## config.mk

```make
export PLATFORM = sky130hd
export DESIGN_NAME = integer_string_parser
export DESIGN_NICKNAME = d
export VERILOG_FILES = /design/src/design/isp_pkg.sv /design/src/design/isp_front.sv /design/src/design/isp_queue.sv /design/src/design/isp_back.sv /design/src/design/integer_string_parser.sv
export SDC_FILE = /design/constraint.sdc
export NUM_CORES = 1
export LEC_CHECK = 0
export BUFFER_PORTS_ARGS = -buffer_cell sky130_fd_sc_hd__buf_4
export CORE_MARGIN = 1.5
export CORE_UTILIZATION = 60
export CTS_BUF_LIST = sky130_fd_sc_hd__clkbuf_2
export DETAILED_ROUTE_END_ITERATION = 10
export GPL_ROUTABILITY_DRIVEN = 0
export GPL_TIMING_DRIVEN = 0
export PLACE_DENSITY = 0.86
export SLEW_MARGIN = 20
export SYNTH_ARGS = -nofsm -noshare
export SYNTH_HDL_FRONTEND = slang
export SYNTH_SLANG_ARGS = --single-unit
export TNS_END_PERCENT = 20
```

## constraint.sdc

```tcl
create_clock -name clock -period 16.16 [get_ports clock]
set_clock_uncertainty 0.05 [all_clocks]
set_input_delay 3.232 -clock clock [delete_from_list [all_inputs] [get_ports clock]]
set_output_delay 3.232 -clock clock [all_outputs]
set_load 0.01 [all_outputs]
```

## src/design/isp_pkg.sv

```systemverilog
package isp_pkg;

   localparam int CH_WIDTH       = 8;
   localparam int BASE_WIDTH     = 5;
   localparam int DIGIT_WIDTH    = 4;
   localparam int OUT_WIDTH      = 64;
   localparam int CONSUMED_WIDTH = 16;
   localparam int CLASS_WIDTH    = 3;

   // character codes
   localparam logic [CH_WIDTH-1:0] CH_SPACE = 8'h20;
   localparam logic [CH_WIDTH-1:0] CH_TAB   = 8'h09;
   localparam logic [CH_WIDTH-1:0] CH_PLUS  = 8'h2B;
   localparam logic [CH_WIDTH-1:0] CH_MINUS = 8'h2D;
   localparam logic [CH_WIDTH-1:0] CH_ZERO  = 8'h30;
   localparam logic [CH_WIDTH-1:0] CH_NINE  = 8'h39;
   localparam logic [CH_WIDTH-1:0] CH_LO_A  = 8'h61;
   localparam logic [CH_WIDTH-1:0] CH_LO_F  = 8'h66;
   localparam logic [CH_WIDTH-1:0] CH_UP_A  = 8'h41;
   localparam logic [CH_WIDTH-1:0] CH_UP_F  = 8'h46;
   localparam logic [CH_WIDTH-1:0] CH_LO_X  = 8'h78;
   localparam logic [CH_WIDTH-1:0] CH_UP_X  = 8'h58;

   // radix constants
   localparam logic [BASE_WIDTH-1:0] BASE_AUTO = 5'd0;
   localparam logic [BASE_WIDTH-1:0] BASE_OCT  = 5'd8;
   localparam logic [BASE_WIDTH-1:0] BASE_DEC  = 5'd10;
   localparam logic [BASE_WIDTH-1:0] BASE_HEX  = 5'd16;

   // character classes
   localparam logic [CLASS_WIDTH-1:0] CLS_OTHER = 3'd0;
   localparam logic [CLASS_WIDTH-1:0] CLS_SPACE = 3'd1;
   localparam logic [CLASS_WIDTH-1:0] CLS_PLUS  = 3'd2;
   localparam logic [CLASS_WIDTH-1:0] CLS_MINUS = 3'd3;
   localparam logic [CLASS_WIDTH-1:0] CLS_ZERO  = 3'd4;
   localparam logic [CLASS_WIDTH-1:0] CLS_X     = 3'd5;

   typedef struct packed {
      logic [CH_WIDTH-1:0] ch;
      logic                start_req;
   } req_type;

   typedef struct packed {
      logic signed [OUT_WIDTH-1:0] value;
      logic [CONSUMED_WIDTH-1:0]   consumed;
   } rsp_type;

   typedef struct packed {
      logic                   start;
      logic [BASE_WIDTH-1:0]  base;
      logic [CLASS_WIDTH-1:0] cls;
      logic                   is_digit;
      logic [DIGIT_WIDTH-1:0] digit;
   } token_type;

endpackage

```

## src/design/isp_front.sv

```systemverilog
module isp_front (
   input  logic                              clock,
   input  logic                              reset,
   input  logic                              req_valid,
   output logic                              req_ready,
   input  isp_pkg::req_type                  req_payload,
   input  logic                              csr_we,
   input  logic [isp_pkg::BASE_WIDTH-1:0]    csr_wdata,
   output logic                              push,
   output isp_pkg::token_type                token,
   input  logic                              queue_full
);

   logic [isp_pkg::BASE_WIDTH-1:0] number_base_ff;
   logic [isp_pkg::BASE_WIDTH-1:0] number_base_in;
   logic [isp_pkg::CH_WIDTH-1:0]   ch;

   assign ch             = req_payload.ch;
   assign number_base_in = csr_we ? csr_wdata : number_base_ff;

   always_ff @(posedge clock) begin
      if (reset) begin
         number_base_ff <= isp_pkg::BASE_AUTO;
      end else begin
         number_base_ff <= number_base_in;
      end
   end

   assign req_ready = !queue_full;
   assign push      = req_valid && !queue_full;

   always_comb begin
      token.start = req_payload.start_req;
      token.base  = number_base_ff;

      priority if (ch == isp_pkg::CH_SPACE || ch == isp_pkg::CH_TAB) begin
         token.cls = isp_pkg::CLS_SPACE;
      end else if (ch == isp_pkg::CH_PLUS) begin
         token.cls = isp_pkg::CLS_PLUS;
      end else if (ch == isp_pkg::CH_MINUS) begin
         token.cls = isp_pkg::CLS_MINUS;
      end else if (ch == isp_pkg::CH_ZERO) begin
         token.cls = isp_pkg::CLS_ZERO;
      end else if (ch == isp_pkg::CH_LO_X || ch == isp_pkg::CH_UP_X) begin
         token.cls = isp_pkg::CLS_X;
      end else begin
         token.cls = isp_pkg::CLS_OTHER;
      end

      priority if (ch >= isp_pkg::CH_ZERO && ch <= isp_pkg::CH_NINE) begin
         token.is_digit = 1'b1;
         token.digit    = isp_pkg::DIGIT_WIDTH'(ch - isp_pkg::CH_ZERO);
      end else if (ch >= isp_pkg::CH_LO_A && ch <= isp_pkg::CH_LO_F) begin
         token.is_digit = 1'b1;
         token.digit    = isp_pkg::DIGIT_WIDTH'(ch - isp_pkg::CH_LO_A + 8'd10);
      end else if (ch >= isp_pkg::CH_UP_A && ch <= isp_pkg::CH_UP_F) begin
         token.is_digit = 1'b1;
         token.digit    = isp_pkg::DIGIT_WIDTH'(ch - isp_pkg::CH_UP_A + 8'd10);
      end else begin
         token.is_digit = 1'b0;
         token.digit    = '0;
      end
   end

endmodule

```

## src/design/isp_queue.sv

```systemverilog
module isp_queue (
   input  logic               clock,
   input  logic               reset,
   input  logic               push,
   input  isp_pkg::token_type push_token,
   output logic               full,
   input  logic               pop,
   output logic               not_empty,
   output isp_pkg::token_type head
);

   localparam int DEPTH = 2;

   isp_pkg::token_type      slot_ff [DEPTH];
   logic                    wr_ptr_ff;
   logic                    wr_ptr_in;
   logic                    rd_ptr_ff;
   logic                    rd_ptr_in;
   logic [1:0]              count_ff;
   logic [1:0]              count_in;

   assign full      = (count_ff == 2'(DEPTH));
   assign not_empty = (count_ff != 2'd0);
   assign head      = slot_ff[rd_ptr_ff];

   assign wr_ptr_in = push ? !wr_ptr_ff : wr_ptr_ff;
   assign rd_ptr_in = pop  ? !rd_ptr_ff : rd_ptr_ff;

   always_comb begin
      unique case ({push, pop})
         2'b10:   count_in = count_ff + 2'd1;
         2'b01:   count_in = count_ff - 2'd1;
         default: count_in = count_ff;
      endcase
   end

   always_ff @(posedge clock) begin
      if (reset) begin
         wr_ptr_ff <= 1'b0;
         rd_ptr_ff <= 1'b0;
         count_ff  <= 2'd0;
      end else begin
         wr_ptr_ff <= wr_ptr_in;
         rd_ptr_ff <= rd_ptr_in;
         count_ff  <= count_in;
      end
   end

   always_ff @(posedge clock) begin
      if (push) begin
         slot_ff[wr_ptr_ff] <= push_token;
      end
   end

endmodule

```

## src/design/isp_back.sv

```systemverilog
module isp_back #(
   parameter int VALUE_BITS = 64
) (
   input  logic               clock,
   input  logic               reset,
   input  logic               tok_valid,
   input  isp_pkg::token_type tok,
   output logic               pop,
   output logic               rsp_valid,
   input  logic               rsp_ready,
   output isp_pkg::rsp_type   rsp_payload
);

   localparam int BW = isp_pkg::BASE_WIDTH;
   localparam int CW = isp_pkg::CONSUMED_WIDTH;

   localparam logic [2:0] PH_DONE   = 3'd0;
   localparam logic [2:0] PH_LEAD   = 3'd1;
   localparam logic [2:0] PH_PREFIX = 3'd2;
   localparam logic [2:0] PH_ZERO   = 3'd3;
   localparam logic [2:0] PH_DIGITS = 3'd4;

   logic [2:0]            phase_ff, phase_in, cur_phase;
   logic [VALUE_BITS-1:0] accum_ff, accum_in, cur_accum;
   logic                  neg_ff, neg_in, cur_neg;
   logic [BW-1:0]         base_ff, base_in, cur_base;
   logic [CW-1:0]         count_ff, count_in, cur_count, count_inc;

   logic                  take_prefix;
   logic                  do_digit;
   logic                  emit;
   logic [BW-1:0]         dbase;
   logic [VALUE_BITS+BW-1:0] product;
   logic [VALUE_BITS-1:0] mac;
   logic signed [VALUE_BITS-1:0] final_value;

   logic                  rsp_valid_ff, rsp_valid_in;
   isp_pkg::rsp_type      rsp_ff;

   // a start mark restarts the parse on this very token
   assign cur_phase = tok.start ? PH_LEAD          : phase_ff;
   assign cur_accum = tok.start ? '0               : accum_ff;
   assign cur_neg   = tok.start ? 1'b0             : neg_ff;
   assign cur_base  = tok.start ? tok.base         : base_ff;
   assign cur_count = tok.start ? '0               : count_ff;

   assign count_inc = (cur_count == {CW{1'b1}}) ? cur_count : cur_count + 1'b1;

   assign product = {{BW{1'b0}}, cur_accum} * {{VALUE_BITS{1'b0}}, dbase};
   assign mac     = product[VALUE_BITS-1:0]
                    + {{(VALUE_BITS-isp_pkg::DIGIT_WIDTH){1'b0}}, tok.digit};

   assign final_value = cur_neg ? -cur_accum : cur_accum;

   always_comb begin
      phase_in    = cur_phase;
      accum_in    = cur_accum;
      neg_in      = cur_neg;
      base_in     = cur_base;
      count_in    = cur_count;
      take_prefix = 1'b0;
      do_digit    = 1'b0;
      dbase       = cur_base;
      emit        = 1'b0;

      unique case (cur_phase)
         PH_LEAD: begin
            if (tok.cls == isp_pkg::CLS_SPACE) begin
               count_in = count_inc;
            end else if (tok.cls == isp_pkg::CLS_PLUS || tok.cls == isp_pkg::CLS_MINUS) begin
               neg_in   = (tok.cls == isp_pkg::CLS_MINUS);
               count_in = count_inc;
               phase_in = PH_PREFIX;
            end else begin
               take_prefix = 1'b1;
            end
         end
         PH_PREFIX: take_prefix = 1'b1;
         PH_ZERO: begin
            if (tok.cls == isp_pkg::CLS_X) begin
               base_in  = isp_pkg::BASE_HEX;
               count_in = count_inc;
               phase_in = PH_DIGITS;
            end else begin
               base_in  = isp_pkg::BASE_OCT;
               dbase    = isp_pkg::BASE_OCT;
               do_digit = 1'b1;
            end
         end
         PH_DIGITS: do_digit = 1'b1;
         default: ;
      endcase

      if (take_prefix) begin
         if (cur_base == isp_pkg::BASE_AUTO) begin
            if (tok.cls == isp_pkg::CLS_ZERO) begin
               count_in = count_inc;
               phase_in = PH_ZERO;
            end else begin
               base_in  = isp_pkg::BASE_DEC;
               dbase    = isp_pkg::BASE_DEC;
               do_digit = 1'b1;
            end
         end else begin
            do_digit = 1'b1;
         end
      end

      if (do_digit) begin
         if (!tok.is_digit || {1'b0, tok.digit} >= dbase) begin
            emit     = 1'b1;
            phase_in = PH_DONE;
         end else begin
            accum_in = mac;
            count_in = count_inc;
            phase_in = PH_DIGITS;
         end
      end
   end

   // take a token only when the output slot is free or draining
   assign pop = tok_valid && (!rsp_valid_ff || rsp_ready);

   assign rsp_valid_in = pop ? emit : (rsp_valid_ff && !rsp_ready);

   always_ff @(posedge clock) begin
      if (reset) begin
         phase_ff     <= PH_DONE;
         accum_ff     <= '0;
         neg_ff       <= 1'b0;
         base_ff      <= '0;
         count_ff     <= '0;
         rsp_valid_ff <= 1'b0;
      end else begin
         rsp_valid_ff <= rsp_valid_in;
         if (pop) begin
            phase_ff <= phase_in;
            accum_ff <= accum_in;
            neg_ff   <= neg_in;
            base_ff  <= base_in;
            count_ff <= count_in;
         end
      end
   end

   always_ff @(posedge clock) begin
      if (pop && emit) begin
         rsp_ff.value    <= isp_pkg::OUT_WIDTH'(final_value);
         rsp_ff.consumed <= cur_count;
      end
   end

   assign rsp_valid   = rsp_valid_ff;
   assign rsp_payload = rsp_ff;

endmodule

```

## src/design/integer_string_parser.sv

```systemverilog
// Channel   Ports                               Direction  Carries
// request   req_valid req_ready req_payload     in         one character, start mark
// response  rsp_valid rsp_ready rsp_payload     out        value, characters consumed
// csr       csr_we csr_wdata                    in         number_base, no read-back
//
// One character a cycle is sustained while responses are taken; a result is registered
// in the output register as the back end takes its ending character from the queue.
// The multiply-add of the digit loop by the active base is combinational.
// Reset is synchronous, active high; afterwards the parser waits for a start mark.
// A stalled response holds the back end only; the two-entry queue keeps taking
// requests until it fills.
module integer_string_parser #(
   parameter int VALUE_BITS = 64
) (
   input  logic                           clock,
   input  logic                           reset,
   input  logic                           req_valid,
   output logic                           req_ready,
   input  isp_pkg::req_type               req_payload,
   output logic                           rsp_valid,
   input  logic                           rsp_ready,
   output isp_pkg::rsp_type               rsp_payload,
   input  logic                           csr_we,
   input  logic [isp_pkg::BASE_WIDTH-1:0] csr_wdata
);

   logic               q_push;
   logic               q_full;
   logic               q_pop;
   logic               q_valid;
   isp_pkg::token_type q_in_token;
   isp_pkg::token_type q_head;

   // classify each request and hold the radix register
   isp_front u_front (
      .clock       (clock),
      .reset       (reset),
      .req_valid   (req_valid),
      .req_ready   (req_ready),
      .req_payload (req_payload),
      .csr_we      (csr_we),
      .csr_wdata   (csr_wdata),
      .push        (q_push),
      .token       (q_in_token),
      .queue_full  (q_full)
   );

   // decouple the front from back-end stalls
   isp_queue u_queue (
      .clock      (clock),
      .reset      (reset),
      .push       (q_push),
      .push_token (q_in_token),
      .full       (q_full),
      .pop        (q_pop),
      .not_empty  (q_valid),
      .head       (q_head)
   );

   // advance the parse state and register results
   isp_back #(
      .VALUE_BITS (VALUE_BITS)
   ) u_back (
      .clock       (clock),
      .reset       (reset),
      .tok_valid   (q_valid),
      .tok         (q_head),
      .pop         (q_pop),
      .rsp_valid   (rsp_valid),
      .rsp_ready   (rsp_ready),
      .rsp_payload (rsp_payload)
   );

`ifndef ASSERT_OFF
   // a stalled response must not be overwritten by a fresh token
   a_no_pop_on_stall: assert property (@(posedge clock) disable iff (reset)
      (rsp_valid && !rsp_ready) |-> !q_pop)
      else $error("token taken while response stalled");

   // the back end never takes from an empty queue
   a_pop_needs_token: assert property (@(posedge clock) disable iff (reset)
      q_pop |-> q_valid)
      else $error("pop from empty queue");

   // an accepted request is waiting in the queue on the next cycle
   a_request_lands: assert property (@(posedge clock) disable iff (reset)
      (req_valid && req_ready) |=> q_valid)
      else $error("accepted request lost");

   // no response in the cycle after a reset edge
   a_reset_idle: assert property (@(posedge clock)
      reset |=> !rsp_valid)
      else $error("response valid after reset");
`endif

endmodule
```

==> results.yml <==
placement:
  io_buffer_count: 97
  dp_hpwl_um: 43800
layout:
  n_antenna_cell: 0
  area_growth_pct: 9.30
  drive_above_1_share: 0.0805
  nets: 2872
  fill_cells: 2643
global_route:
  grt_use_total: 0.321
  antenna_found_initial: 0
  grt_max_degree: 65
  overflow: 0
  grt_pass1_vias: 18200
  grt_first_pass_wirelength_um: 90600
pwr:
  power_density_nw_per_um2: 81.2
  clkPwrFrac: 0.223
  total_power_w: 0.00180
  power_switching_w: 0.000791
  power.internal_w: 0.00101
  p_seq_frac: 0.380
  pwr-share-comb: 0.397
  peakVddDrop_mv: 0.112
  p_leak_nw: 10.3
  p_sw_frac: 0.440
cts:
  cts_root_buffer: "clkbuf_2"
  cts_resized: 0
  path_clk_slew_ps: 120
  clkLatencyLatePin_ps: 910
  cts_buffers: 49
  post_cts_buffers: 0
  hold_buffers: 0
  cts_sinks: 208
  cts_tree: "done"
  ctsLongestPathBuffers: 3
  h-tree-depth: 2
synth:
  syn-num-nets: 2722
  syn_inst: 2383
  synth_edf_count: 108
  ys_seq_elements: 208
  synth_top_area_share: 0.180
  ys.flop_type: "edfxtp_1"
  ys_types: 79
  synthTopCellsByArea: "fa_1 18%, edfxtp_1 16%, dfxtp_1 9.9%, nor2_1 8.6%, ha_1 8.5%"
  ys_top_cells_by_count: "466 x nor2_1, 295 x inv_1, 182 x fa_1, 155 x nand2_1, 138 x ha_1"
  synth.most_common_cell: "nor2_1"
  yosysWarnings: 0
  synth-async-reset-ratio: 0
  ys_seq_area_frac: 0.259
  netlist_area_um2: 20200
  synth.avg_cell_area_um2: 8.49
  synth_top_area_cell: "fa_1"
sta:
  fmaxAchievable_mhz: 93.1
  hold_viol_final: 0
  setup_viol: 0
  slew_headroom: 0.190
  rsz0062_at_grt: "false"
  tns_ps: 0
  worst_pin_slew_ps: 1210
  min_period_ps: 10740
  period_share: 0.665
  maxSlewViolCount: 0
drt:
  via_per_inst: 6.13
  wl_per_cell_um: 18.7
  firstDrtPassIters: 9
  ant_nets: 0
  num_vias: 18500
  first_iter_violations: 1916
  wirelength_um: 56500
  drc: 0
floorplanning:
  row_count: 67
  start_util: 0.607
  core_area_um2: 33400
  ios: 101
  die_x_um: 187
  die_area_um2: 34800
  die_h_um: 187
setup_path:
  worst-setup-path-type: "reg2reg"
  arrival_ps: 11510
  worstPathMaxFanout: 10
  r2r_setup_slack_ps: 5420
  required_ps: 16920
  crit_path_start_kind: "flop"
  end_kind: "flop"
min_path:
  hold_path_class: "reg2reg"
outcome:
  status: "complete, no violations"
job:
  cap_violations: 0
[path summary, 6_finish.rpt]
kind / startpoint / end / cells after the start
worst min register to register: u_front.number_base_ff[0]$_SDFFE_PP0P_ / u_queue.slot_ff[1][8]$_DFFE_PP_ / 0
worst max register to register: flop / u_back.accum_ff[63]$_SDFFE_PP0P_ / 27
worst min-delay path: u_front.number_base_ff[0]$_SDFFE_PP0P_ / u_queue.slot_ff[1][8]$_DFFE_PP_ / 0
worst max-delay path: flop / u_back.accum_ff[63]$_SDFFE_PP0P_ / 27
[worst max-delay path: stages (launching register included)]
cell,delay (ps)
dfxtp_1,320
buf_2,180
mux2i_1,380
clkbuf_1,660
nand3_1,390
nand2b_1,250
clkbuf_1,250
nand2b_1,150
clkbuf_1,850
clkbuf_1,900
nor2_1,180
fa_1,560
fa_1,560
inv_1,60
fa_1,530
inv_1,40
ha_1,340
o21ai_0,150
o21ai_0,500
a22oi_1,400
a2111oi_0,910
o21ai_0,380
o41a_1,430
o21ai_1,420
a22oi_1,190
o21ai_1,270
xnor2_1,110
a22o_1,220
[stage by stage]
stage               utilization  std cells  area [um2]  hold slack [ps]  setup slack [ps]
floorplan                     -       2383       20200              375              8440
global placement          0.645       2928       21500              390              6200
detailed placement        0.647       2930       21600              393              5990
CTS                       0.663       3020       22100              426              5860
global route              0.663       3020       22100              440              5090
finish                    0.663       3020       22100              424              5420
[registers in the layout, indices dropped and copies added, names as in the netlist, 2 cells and up, named ones only]
name and flops:
u_back.base_ff 5, u_queue.slot_ff 28, u_back.rsp_payload 80, u_back.count_ff 16, u_back.accum_ff 64, u_back.phase_ff 3
u_front.number_base_ff 5, u_queue.count_ff 2
[layout by cell type, fill, tap and decap left out, drive strengths merged, types with 50 or more instances in the layout]
cell type,instances
clkbuf,167
nand2,155
o21ai,89
inv,297
xor2,88
edfxtp,108
buf,119
ha,138
nor2,466
a21oi,105
fa,182
a21o,50
dfxtp,100
[final cells by class]
type | instances | area, um2 | share of cell area
well taps | 448 | 561 | 0.0253
flip-flops and latches | 208 | 5250 | 0.237
repair buffers | 99 | 767 | 0.0347
plain buffers | 128 | 485 | 0.0219
multi-input cells | 1752 | 13400 | 0.606
clock inverters | 31 | 245 | 0.0111
clock buffers | 59 | 295 | 0.0133
inverters | 295 | 1110 | 0.0502
[routing by layer]
| layer | global-route usage | wire (um) | part of all wire | up-vias |
|---|---|---|---|---|
| met4 | 0.198 | 3540 | 0.063 | 0 |
| met3 | 0.0696 | 6010 | 0.11 | 257 |
| li1 | - | - | - | 8275 |
| met1 | 0.399 | 21400 | 0.38 | 8812 |
| met2 | 0.514 | 25600 | 0.45 | 1167 |
| met5 | 0 | 0 | 0 | - |
[power groups by stage]
stage,logic (W),clock network (W),registers [W]
floorplan,0.000368,0,0.000713
global placement,0.000654,0,0.000697
detailed placement,0.000682,0,0.000693
CTS,0.000687,0.000402,0.000681
global route,0.000748,0.000425,0.000690
finish,0.000712,0.000401,0.000682
[cell families (layout without fill, tap and decap cells)]
kind of cell,after synthesis,in the layout,share of synthesized area
XOR/XNOR,131,131,0.0567
flip-flops,208,208,0.259
AND/OR/NAND/NOR,831,831,0.182
buffers and inverters,423,612,0.0787
multiplexers,19,19,0.00977
adder cells (fa/ha/maj),320,320,0.265
AO/OA/AOI/OAI,451,451,0.148
Note: power is estimated with default switching activity, not from simulation.
